`src/rtl/rmf_pkg.sv`:
```
package rmf_pkg;

	localparam int WINDOW_LEN  = 10;
	localparam int SAMPLE_BITS = 12;
	localparam int IDX_W       = $clog2(WINDOW_LEN);
	localparam int ADR_W       = $clog2(WINDOW_LEN + 1);
	localparam int MID_IDX     = WINDOW_LEN / 2;

	typedef logic [SAMPLE_BITS-1:0] sample_t;

	typedef enum logic [2:0] {
		RD_NONE,
		RD_SLOT_NEXT,
		RD_PREV,
		RD_NEXT2,
		RD_PREV2,
		RD_MID
	} rd_sel_t;

	typedef enum logic [1:0] {
		WR_NONE,
		WR_FWD,
		WR_BWD,
		WR_CARRY
	} wr_op_t;

	typedef struct packed {
		logic    load;
		rd_sel_t rd_sel;
		wr_op_t  wr_op;
		logic    load_out;
	} rmf_cmd_t;

	typedef struct packed {
		logic fwd_hit;
		logic bwd_hit;
		logic last_fwd;
		logic last_bwd;
	} rmf_status_t;

endpackage

```
`src/rtl/rmf_datapath.sv`:
```
module rmf_datapath
	import rmf_pkg::*;
(
	input  logic        clk,
	input  logic        arst_n,
	input  rmf_cmd_t    cmd,
	input  sample_t     sample,
	output sample_t     median,
	output rmf_status_t status
);

	sample_t                 mem [WINDOW_LEN];
	logic [WINDOW_LEN-1:0]   vld_q;
	sample_t                 rd_q;
	sample_t                 carry_q;
	sample_t                 median_q;
	logic [IDX_W-1:0]        slot_q;
	logic [IDX_W-1:0]        ptr_q;
	logic [ADR_W-1:0]        raddr;
	logic                    rd_en;
	logic                    wr_en;
	sample_t                 wdata;
	sample_t                 lo;
	sample_t                 hi;

	always_comb begin
		case (cmd.rd_sel)
			RD_SLOT_NEXT: raddr = ADR_W'(slot_q) + ADR_W'(1);
			RD_PREV:      raddr = ADR_W'(ptr_q) - ADR_W'(1);
			RD_NEXT2:     raddr = ADR_W'(ptr_q) + ADR_W'(2);
			RD_PREV2:     raddr = ADR_W'(ptr_q) - ADR_W'(2);
			RD_MID:       raddr = ADR_W'(MID_IDX);
			default:      raddr = '0;
		endcase
		rd_en = (cmd.rd_sel != RD_NONE) && (raddr < ADR_W'(WINDOW_LEN));
	end

	assign lo = (carry_q > rd_q) ? rd_q : carry_q;
	assign hi = (carry_q > rd_q) ? carry_q : rd_q;

	always_comb begin
		wr_en = 1'b1;
		case (cmd.wr_op)
			WR_FWD:   wdata = lo;
			WR_BWD:   wdata = hi;
			WR_CARRY: wdata = carry_q;
			default: begin
				wdata = carry_q;
				wr_en = 1'b0;
			end
		endcase
	end

	always_ff @(posedge clk) begin
		if (wr_en) begin
			mem[ptr_q] <= wdata;
		end
		if (rd_en) begin
			rd_q <= vld_q[raddr[IDX_W-1:0]] ? mem[raddr[IDX_W-1:0]] : '0;
		end
		if (cmd.load_out) begin
			median_q <= rd_q;
		end
		if (cmd.load) begin
			carry_q <= sample;
		end else if (cmd.wr_op == WR_FWD) begin
			carry_q <= hi;
		end else if (cmd.wr_op == WR_BWD) begin
			carry_q <= lo;
		end
	end

	always_ff @(posedge clk or negedge arst_n) begin
		if (!arst_n) begin
			vld_q  <= '0;
			slot_q <= '0;
			ptr_q  <= '0;
		end else begin
			if (wr_en) begin
				vld_q[ptr_q] <= 1'b1;
			end
			if (cmd.load) begin
				ptr_q  <= slot_q;
				slot_q <= (slot_q == IDX_W'(WINDOW_LEN - 1)) ? '0 : slot_q + IDX_W'(1);
			end else if (cmd.wr_op == WR_FWD) begin
				ptr_q <= ptr_q + IDX_W'(1);
			end else if (cmd.wr_op == WR_BWD) begin
				ptr_q <= ptr_q - IDX_W'(1);
			end
		end
	end

	assign status.fwd_hit  = (ptr_q < IDX_W'(WINDOW_LEN - 1)) && (carry_q > rd_q);
	assign status.bwd_hit  = (ptr_q != '0) && (rd_q > carry_q);
	assign status.last_fwd = (ptr_q == IDX_W'(WINDOW_LEN - 2));
	assign status.last_bwd = (ptr_q == IDX_W'(1));
	assign median          = median_q;

endmodule

```
`src/rtl/rmf_ctrl.sv`:
```
module rmf_ctrl
	import rmf_pkg::*;
(
	input  logic        clk,
	input  logic        arst_n,
	input  logic        in_valid,
	output logic        in_ready,
	output logic        out_valid,
	input  logic        out_ready,
	input  rmf_status_t status,
	output rmf_cmd_t    cmd
);

	typedef enum logic [2:0] {
		ST_IDLE,
		ST_CHK_R,
		ST_FWD,
		ST_CHK_L,
		ST_BWD,
		ST_WEND,
		ST_MED,
		ST_DONE
	} state_t;

	state_t state_q;
	state_t state_d;
	logic   out_valid_q;
	logic   out_free;

	assign out_free = !out_valid_q || out_ready;
	assign in_ready = (state_q == ST_IDLE);

	always_comb begin
		state_d      = state_q;
		cmd.load     = 1'b0;
		cmd.rd_sel   = RD_NONE;
		cmd.wr_op    = WR_NONE;
		cmd.load_out = 1'b0;
		unique case (state_q)
			ST_IDLE: begin
				if (in_valid) begin
					cmd.load   = 1'b1;
					cmd.rd_sel = RD_SLOT_NEXT;
					state_d    = ST_CHK_R;
				end
			end
			ST_CHK_R, ST_FWD: begin
				if (state_q == ST_FWD || status.fwd_hit) begin
					cmd.wr_op = WR_FWD;
					if (status.last_fwd) begin
						state_d = ST_WEND;
					end else begin
						cmd.rd_sel = RD_NEXT2;
						state_d    = ST_FWD;
					end
				end else begin
					cmd.rd_sel = RD_PREV;
					state_d    = ST_CHK_L;
				end
			end
			ST_CHK_L, ST_BWD: begin
				if (state_q == ST_BWD || status.bwd_hit) begin
					cmd.wr_op = WR_BWD;
					if (status.last_bwd) begin
						state_d = ST_WEND;
					end else begin
						cmd.rd_sel = RD_PREV2;
						state_d    = ST_BWD;
					end
				end else begin
					cmd.wr_op = WR_CARRY;
					state_d   = ST_MED;
				end
			end
			ST_WEND: begin
				cmd.wr_op = WR_CARRY;
				state_d   = ST_MED;
			end
			ST_MED: begin
				cmd.rd_sel = RD_MID;
				state_d    = ST_DONE;
			end
			ST_DONE: begin
				if (out_free) begin
					cmd.load_out = 1'b1;
					state_d      = ST_IDLE;
				end
			end
			default: state_d = ST_IDLE;
		endcase
	end

	always_ff @(posedge clk or negedge arst_n) begin
		if (!arst_n) begin
			state_q     <= ST_IDLE;
			out_valid_q <= 1'b0;
		end else begin
			state_q <= state_d;
			if (cmd.load_out) begin
				out_valid_q <= 1'b1;
			end else if (out_ready) begin
				out_valid_q <= 1'b0;
			end
		end
	end

	assign out_valid = out_valid_q;

endmodule

```
`src/rtl/running_median_filter.sv`:
```
// Running median filter over a ten-entry window of 12-bit samples. Each item
// overwrites the next slot in rotation, then one bubble pass (forward or
// backward, chosen by the new sample's neighbors) moves it toward its sorted
// place, and the median is the middle entry. The window sits in a small
// one-write/one-read RAM with registered read; the pass does one compare
// per cycle, and a forward pass runs on to the top slot, a backward pass
// down to the bottom slot.
// The window reads as zeros after reset with no clearing pass.
// A finished median waits in an output register, so the next item is taken
// while it is still pending; the median after that holds the filter until
// the pending one is taken.
module running_median_filter
	import rmf_pkg::*;
(
	input  logic    clk,
	input  logic    arst_n,
	input  logic    in_valid,
	output logic    in_ready,
	input  sample_t sample,
	output logic    out_valid,
	input  logic    out_ready,
	output sample_t median
);

	rmf_cmd_t    cmd;
	rmf_status_t status;

	rmf_ctrl u_ctrl (
		.clk       (clk),
		.arst_n    (arst_n),
		.in_valid  (in_valid),
		.in_ready  (in_ready),
		.out_valid (out_valid),
		.out_ready (out_ready),
		.status    (status),
		.cmd       (cmd)
	);

	rmf_datapath u_datapath (
		.clk    (clk),
		.arst_n (arst_n),
		.cmd    (cmd),
		.sample (sample),
		.median (median),
		.status (status)
	);

endmodule

```
`config.mk`:
```
export PLATFORM = sky130hd
export DESIGN_NAME = running_median_filter
export DESIGN_NICKNAME = d
export VERILOG_FILES = /design/src/rtl/rmf_pkg.sv /design/src/rtl/rmf_datapath.sv /design/src/rtl/rmf_ctrl.sv /design/src/rtl/running_median_filter.sv
export SDC_FILE = /design/constraint.sdc
export NUM_CORES = 1
export LEC_CHECK = 0
export BUFFER_PORTS_ARGS = -buffer_cell sky130_fd_sc_hd__buf_2
export CAP_MARGIN = 20
export CORE_MARGIN = 4
export CORE_UTILIZATION = 36
export DETAILED_ROUTE_END_ITERATION = 16
export GPL_TIMING_DRIVEN = 0
export PLACE_DENSITY = 0.48
export SYNTH_ARGS = -nofsm -noshare
export SYNTH_HDL_FRONTEND = slang
export SYNTH_SLANG_ARGS = --single-unit
```
`constraint.sdc`:
```
create_clock -name clk -period 5.96 [get_ports clk]
set_input_delay 0.596 -clock clk [delete_from_list [all_inputs] [get_ports clk]]
set_output_delay 0.596 -clock clk [all_outputs]
set_load 0.005 [all_outputs]
```
; Word-level counts from Yosys, hierarchy flattened
; Memories as Yosys holds them, arrays and structs flattened. A register that Yosys moved wholly into a read port is not among the register bits.
; Index checks and enable logic that the tools add are counted.
[totals]
regBits = 46
ram_bits = 120
mem_count = 1
input_bits = 16
[op_classes]
n_lt_le_gt_ge = 7
muxes = 39
n_eq_ne = 20
bitwise_logic = 1
n_addsub = 5
n_reduce_logical = 18
[mem_list]
columns = name, words, width, read_ports, rd_ports_with_merged_regs, wr, line_no
row1 = u_datapath.mem, 10, 12, 1, 1, 1, rmf_datapath.sv:12  ; sample_t mem [WINDOW_LEN];
[ops]
columns = operator, count
row1 = $mux 12, 5
row2 = $gt 12x12->1, 2
row3 = $pmux 12 s2, 1
row4 = $mux 3, 7
row5 = $mux 4, 5
row6 = $pmux 4 s5, 1
row7 = $eq 3x3->1 const B, 6
row8 = $pmux 3 s6, 1
row9 = $mux 1, 13
row10 = $eq 3x2->1 const B, 4
row11 = $pmux 3 s4, 1
row12 = $lt 4x5->1 const B, 2
row13 = $or 10x10->10, 1
row14 = $add 4x1->4 const B, 2
row15 = $eq 4x4->1 const B, 2
row16 = $lt 4x4->1 const B, 2
row17 = $eq 3x1->1 const B, 2
row18 = $pmux 2 s3, 1
row19 = $reduce_bool 3->1, 2
row20 = $add 4x2->4 const B, 1
row21 = $bmux 1 s4, 1
row22 = $demux 1 s4, 1
row23 = $eq 2x2->1 const B, 2
row24 = $eq 4x1->1 const B, 1
row25 = 16 further kinds, 24

; Depth between registers and ports, before layout
[logic_depth]
ltp_word = 10
mapped_depth = 18

; Hierarchy
; A second synthesis with hierarchy kept.
[unflattened]
hier_cells = 665
area_unflattened_um2 = 8515.7
[modules_own_cells]
columns = mod, cells_per_inst, n_inst, area_per_inst_um2
row1 = rmf_datapath, 615, 1, 8130.3
row2 = rmf_ctrl, 50, 1, 385.4

; Worst setup path after synthesis
; OpenSTA, ideal clock, no wires.
[synth_path]
path_kind = reg-to-reg
start = register u_datapath.carry_q[1]
end = register u_datapath.rd_q[0], read port of u_datapath.mem (enable)
slack_ns = 1.997
t_arrival_ns = 3.578
setup_ns = 0.385
path_buffers = 1
path_stages_with_launch = 14
path_cell_list = edfxtp_1 ha_1 nor2b_4 o211ai_2 a211oi_4 or3_4 o22ai_4 fa_1 nand2_1 a21oi_1 a211oi_1 buf_4 nand3_1 a21oi_1
[synth_rtl]
columns = element, line_no
row1 = "start, declared", rmf_datapath.sv:15  ; sample_t carry_q;
row2 = "start signal, assigned", rmf_datapath.sv:65  ; carry_q <= sample;
row3 = "start signal, assigned", rmf_datapath.sv:67  ; carry_q <= hi;
row4 = "start signal, assigned", rmf_datapath.sv:69  ; carry_q <= lo;
row5 = "$gt 12x12->1, on equally long branches", "rmf_datapath.sv:94, rmf_datapath.sv:93"
row6 = "$logic_and 1x1->1, on equally long branches", "rmf_datapath.sv:94, rmf_datapath.sv:93"
row7 = "$logic_or 1x1->1, on equally long branches", "rmf_ctrl.sv:62, rmf_ctrl.sv:48"
row8 = $mux 3 or $mux 2 (tied branches), "rmf_ctrl.sv:62, rmf_ctrl.sv:48"
row9 = $pmux 3 s4 (*), rmf_ctrl.sv:39  ; unique case (state_q)
row10 = $eq 3x3->1 (tied with other cells), rmf_datapath.sv:27  ; case (cmd.rd_sel)
row11 = $pmux 4 s5, rmf_datapath.sv:27
row12 = $lt 4x4->1, rmf_datapath.sv:35  ; rd_en = (cmd.rd_sel != RD_NONE) && (raddr < ADR_W'(WINDOW_LEN));
row13 = $logic_and 1x1->1 (*), rmf_datapath.sv:35
row14 = net u_datapath.rd_en, rmf_datapath.sv:20  ; logic rd_en;
row15 = "end, declared", rmf_datapath.sv:14  ; sample_t rd_q;
; The timed path passes the listed nets; every way through them passes the cells marked *. The select of a mux whose other input is x is not followed.
; A chain may end at the register's enable or synchronous reset.

; Final worst setup path
[layout_path]
start = register u_datapath.rd_q[1], read port of u_datapath.mem
end = register u_datapath.rd_q[10], read port of u_datapath.mem (enable)
[layout_rtl]
columns = element, line_no
row1 = "$gt 12x12->1, on equally long branches", "rmf_datapath.sv:94, rmf_datapath.sv:93"
row2 = "$logic_and 1x1->1, on equally long branches", "rmf_datapath.sv:94, rmf_datapath.sv:93"
row3 = "$logic_or 1x1->1, on equally long branches", "rmf_ctrl.sv:62, rmf_ctrl.sv:48"
row4 = $mux 3 or $mux 2 (tied branches), "rmf_ctrl.sv:62, rmf_ctrl.sv:48"
row5 = $pmux 3 s4 (*), rmf_ctrl.sv:39
row6 = $eq 3x3->1 (tied with other cells), rmf_datapath.sv:27
row7 = $pmux 4 s5, rmf_datapath.sv:27
row8 = $lt 4x4->1, rmf_datapath.sv:35
row9 = $logic_and 1x1->1 (*), rmf_datapath.sv:35
row10 = net u_datapath.rd_en, rmf_datapath.sv:20
; Marks and branches as above.

==> summary.txt <==
Outcome
  – Outcome: complete, no violations

Detailed routing
  – Post-route DRC: 0
  – DR WL/cell: 19.6 um
  – Post-Route M1 WL: 9.34 mm
  – Routed wl met2: 10.1 mm
  – DR iter-0 viols: 296
  – Final wirelength: 20.2 mm
  – Routed Antenna Nets: 0
  – WL met3: 556 um
  – First-pass iteration count of the detailed router: 4
  – Via count: 5178
  – Vias per inst: 5.03
  – DR top layer: met4

Floorplanning
  – CORE AREA: 23400 sq um
  – Die extent in x: 162 um
  – Num rows: 56
  – Number of I/O pins: 30
  – Initial core utilization: 36.6%
  – Chip height: 162 um
  – Die Area: 26300 sq um

Critical path
  – CP endpoint kind: flip-flop
  – Worst-path cell chain: inv_1 -> ha_1 -> nor2b_4 -> o211ai_2 -> a211oi_4 -> or3_4 -> o22ai_4 -> fa_1 -> xor2_1 -> mux2i_1 -> o211ai_1 -> clkbuf_1 -> a21oi_1 -> buf_4
  – Critical setup path kind: flip-flop to flip-flop
  – Reg2Reg Setup Slack: 1.51 ns
  – Startpoint Class: flip-flop
  – Worst path max stage delay: 0.47 ns
  – WP data required: 6.09 ns
  – Worst path slowest cell: edfxtp_1
  – WP data arrival: 4.58 ns
  – CP Max Fanout: 10

Timing
  – Worst Skew: 0.00947 ns
  – Worst Tran Pin Value: 1.00 ns
  – Fin. Hold Viols: 0
  – Max Freq: 225 MHz
  – Max-slew violations: 0
  – RSZ-0062 raised after global routing: false
  – TNS Setup: 0 ns
  – Worst Hold Slack: 0.150 ns
  – Final Setup Violations: 0
  – Tmin final: 4.45 ns
  – Period utilization: 74.7%
  – Relative slew margins: 32.8%

Placed design
  – Gpl congestion: 0.910
  – HPWL Detailed: 14.6 mm
  – Port Buffers: 29

Global route
  – First-pass GRT wire length: 31.1 mm
  – Pin count of the biggest net entering global routing: 23
  – Number of antenna violations at the first check in global routing: 0
  – Global route overflow: 0
  – Gr usage total: 15.8%
  – Vias in the first global route: 5271

Clocking
  – Max H-tree Level: 4
  – CTS clk-pin slew, worst paths: 0.07 ns
  – CTS Sinks: 178
  – Cts repair resizes: 0
  – # hold bufs at CTS: 0
  – CTS tree: done
  – CTS max path bufs: 2
  – CTS Buf Count: 17
  – CTS Root Cell: clkbuf_16
  – Clk Latency, worst-skew pair: 0.43 ns
  – Setup Buffers After CTS: 0

Final layout
  – Share of cells above drive strength 1: 18.6%
  – Area growth, synth to finish: 15.1%
  – Final nets: 736
  – Ant diodes: 0

Yosys
  – Net Count, Synth: 676
  – Mapped Avg Cell Area: 13.4 sq um
  – Synth async-reset ratio: 12.4%
  – Share of the yosys chip area belonging to registers: 61.2%
  – Warning count from the yosys run: 0
  – Ys flop type: edfxtp_1
  – Seq cells post-synth: 178
  – Post-synth EDFFs: 156
  – Synth Cell Area: 8560 sq um
  – Number of distinct library cells after synthesis: 62
  – Post-Syn Instances: 638

Flow run
  – Max-cap check violation count: 0

Worst hold path
  – Worst Hold Class: input pin to asynchronous set/reset pin
-- cell type report --
type / instances / area [sq um]
buffer: 33 / 184
clock buffer: 18 / 429
clock inverter: 14 / 160
fill: 2224 / 13600
inverter: 26 / 97.6
multi-input combinational: 401 / 3070
sequential: 178 / 5240
tap: 319 / 399
timing repair buffer: 41 / 277
-- cells in the final DEF, fill, tap and decap left out, drive strengths merged, types with 2 or more instances in the layout --
master	netlist	routed
o31ai	4	4
clkinv	0	5
buf	15	56
or3	3	3
and2	5	5
xnor2	5	5
mux2i	88	88
a21oi	31	31
mux2	15	15
a21o	3	3
o211a	12	12
nand3b	2	2
xor2	4	4
nand2	54	54
nand4	4	4
a222oi	4	4
clkbuf	18	36
or2	11	11
a211oi	5	5
inv	26	34
ha	21	21
nor3	9	9
nor2b	5	5
o21ai	27	27
edfxtp	156	156
a22o	16	16
nand2b	8	8
dfrtp	22	22
nand3	8	8
o22ai	3	3
o211ai	2	2
nor2	36	36
-- worst paths after layout --
| check | start | end | depth (start not counted) |
|---|---|---|---|
| worst max-delay path | u_datapath.rd_q[1] | u_datapath.rd_q[10] | 14 |
| worst min-delay path | arst_n | u_datapath.slot_q[2] | 1 |
| worst max register to register | u_datapath.rd_q[1] | u_datapath.rd_q[10] | 14 |
| worst min register to register | u_datapath.vld_q[5] | u_datapath.vld_q[5] | 1 |
| max in group asynchronous | arst_n | u_datapath.vld_q[9] | 1 |
| min in group clk | in_valid | u_ctrl.state_q[0] | 3 |
-- synthesized netlist by cell type (2+ instances only) --
library cell  number  area share (%)
edfxtp_1         156              55
mux2i_1           88              10
nand2_1           54             2.4
nor2_1            36             1.6
a21oi_1           31             1.8
inv_1             26             1.1
o21ai_0           24             1.4
dfrtp_1           22             6.4
ha_1              21             3.1
clkbuf_1          18            0.79
a22o_1            16             1.6
mux2_2            14             1.8
o211a_1           12             1.4
or2_2             11            0.80
nor3_1             9            0.53
nand2b_1           8            0.58
nand3_1            8            0.47
buf_4              7            0.61
xnor2_1            5            0.51
a211oi_1           4            0.35
a222oi_1           4            0.47
and2_1             4            0.29
buf_6              4            0.53
nor2b_1            4            0.29
xor2_1             4            0.41
a21o_1             3            0.26
buf_2              3            0.18
nand4_1            3            0.22
o21ai_1            3            0.18
nand3b_1           2            0.18
o31ai_1            2            0.18
or3_4              2            0.26
-- cell families (layout without fill, tap and decap cells) --
family	count (synthesis)	after routing	synth area share, %
compound gates	119	119	10.7
mux	103	103	12.3
xor+xnor	9	9	0.921
buf+inv	59	132	3.29
simple gates	147	147	8.17
fa+ha+maj	23	23	3.42
flops	178	178	61.2
-- sequential cells by signal, indices dropped and copies added, names as in the netlist --
name	flops
u_datapath.mem	120
u_datapath.slot_q	4
u_ctrl.out_valid	1
u_ctrl.state_q	3
u_datapath.median	12
u_datapath.vld_q	10
u_datapath.rd_q	12
u_datapath.ptr_q	4
u_datapath.carry_q	12
-- layer usage --
metal	vias to the layer above	track usage [%]
met4	0	3.54
met1	2569	20.9
met5	-	0
met2	86	27.1
li1	2513	-
met3	10	2.89
-- worst max-delay path: cells and delay by family, from the launching register on --
| kind | cells | cell delay, ns |
|---|---|---|
| AO/OA/AOI/OAI | 5 | 1.44 |
| multiplexers | 1 | 0.22 |
| XOR/XNOR | 1 | 0.17 |
| AND/OR/NAND/NOR | 2 | 0.59 |
| flip-flops | 1 | 0.47 |
| buffers and inverters | 3 | 0.78 |
| adder cells (fa/ha/maj) | 2 | 0.50 |
-- metrics by stage --
stage / cell area, sq um / util, % / worst slack (ns) / cells
global route: 9850 / 42.1 / 1.29 / 1030
CTS: 9850 / 42.1 / 1.50 / 1030
detailed placement: 9260 / 39.6 / 1.50 / 998
global placement: 9100 / 38.9 / 0.876 / 986
finish: 9850 / 42.1 / 1.51 / 1030
floorplan: 8560 / - / 2.00 / 638
Power is left out: the tool's default activity adds up to more than one toggle a clock period on the data nets, which glitch-free logic cannot reach.
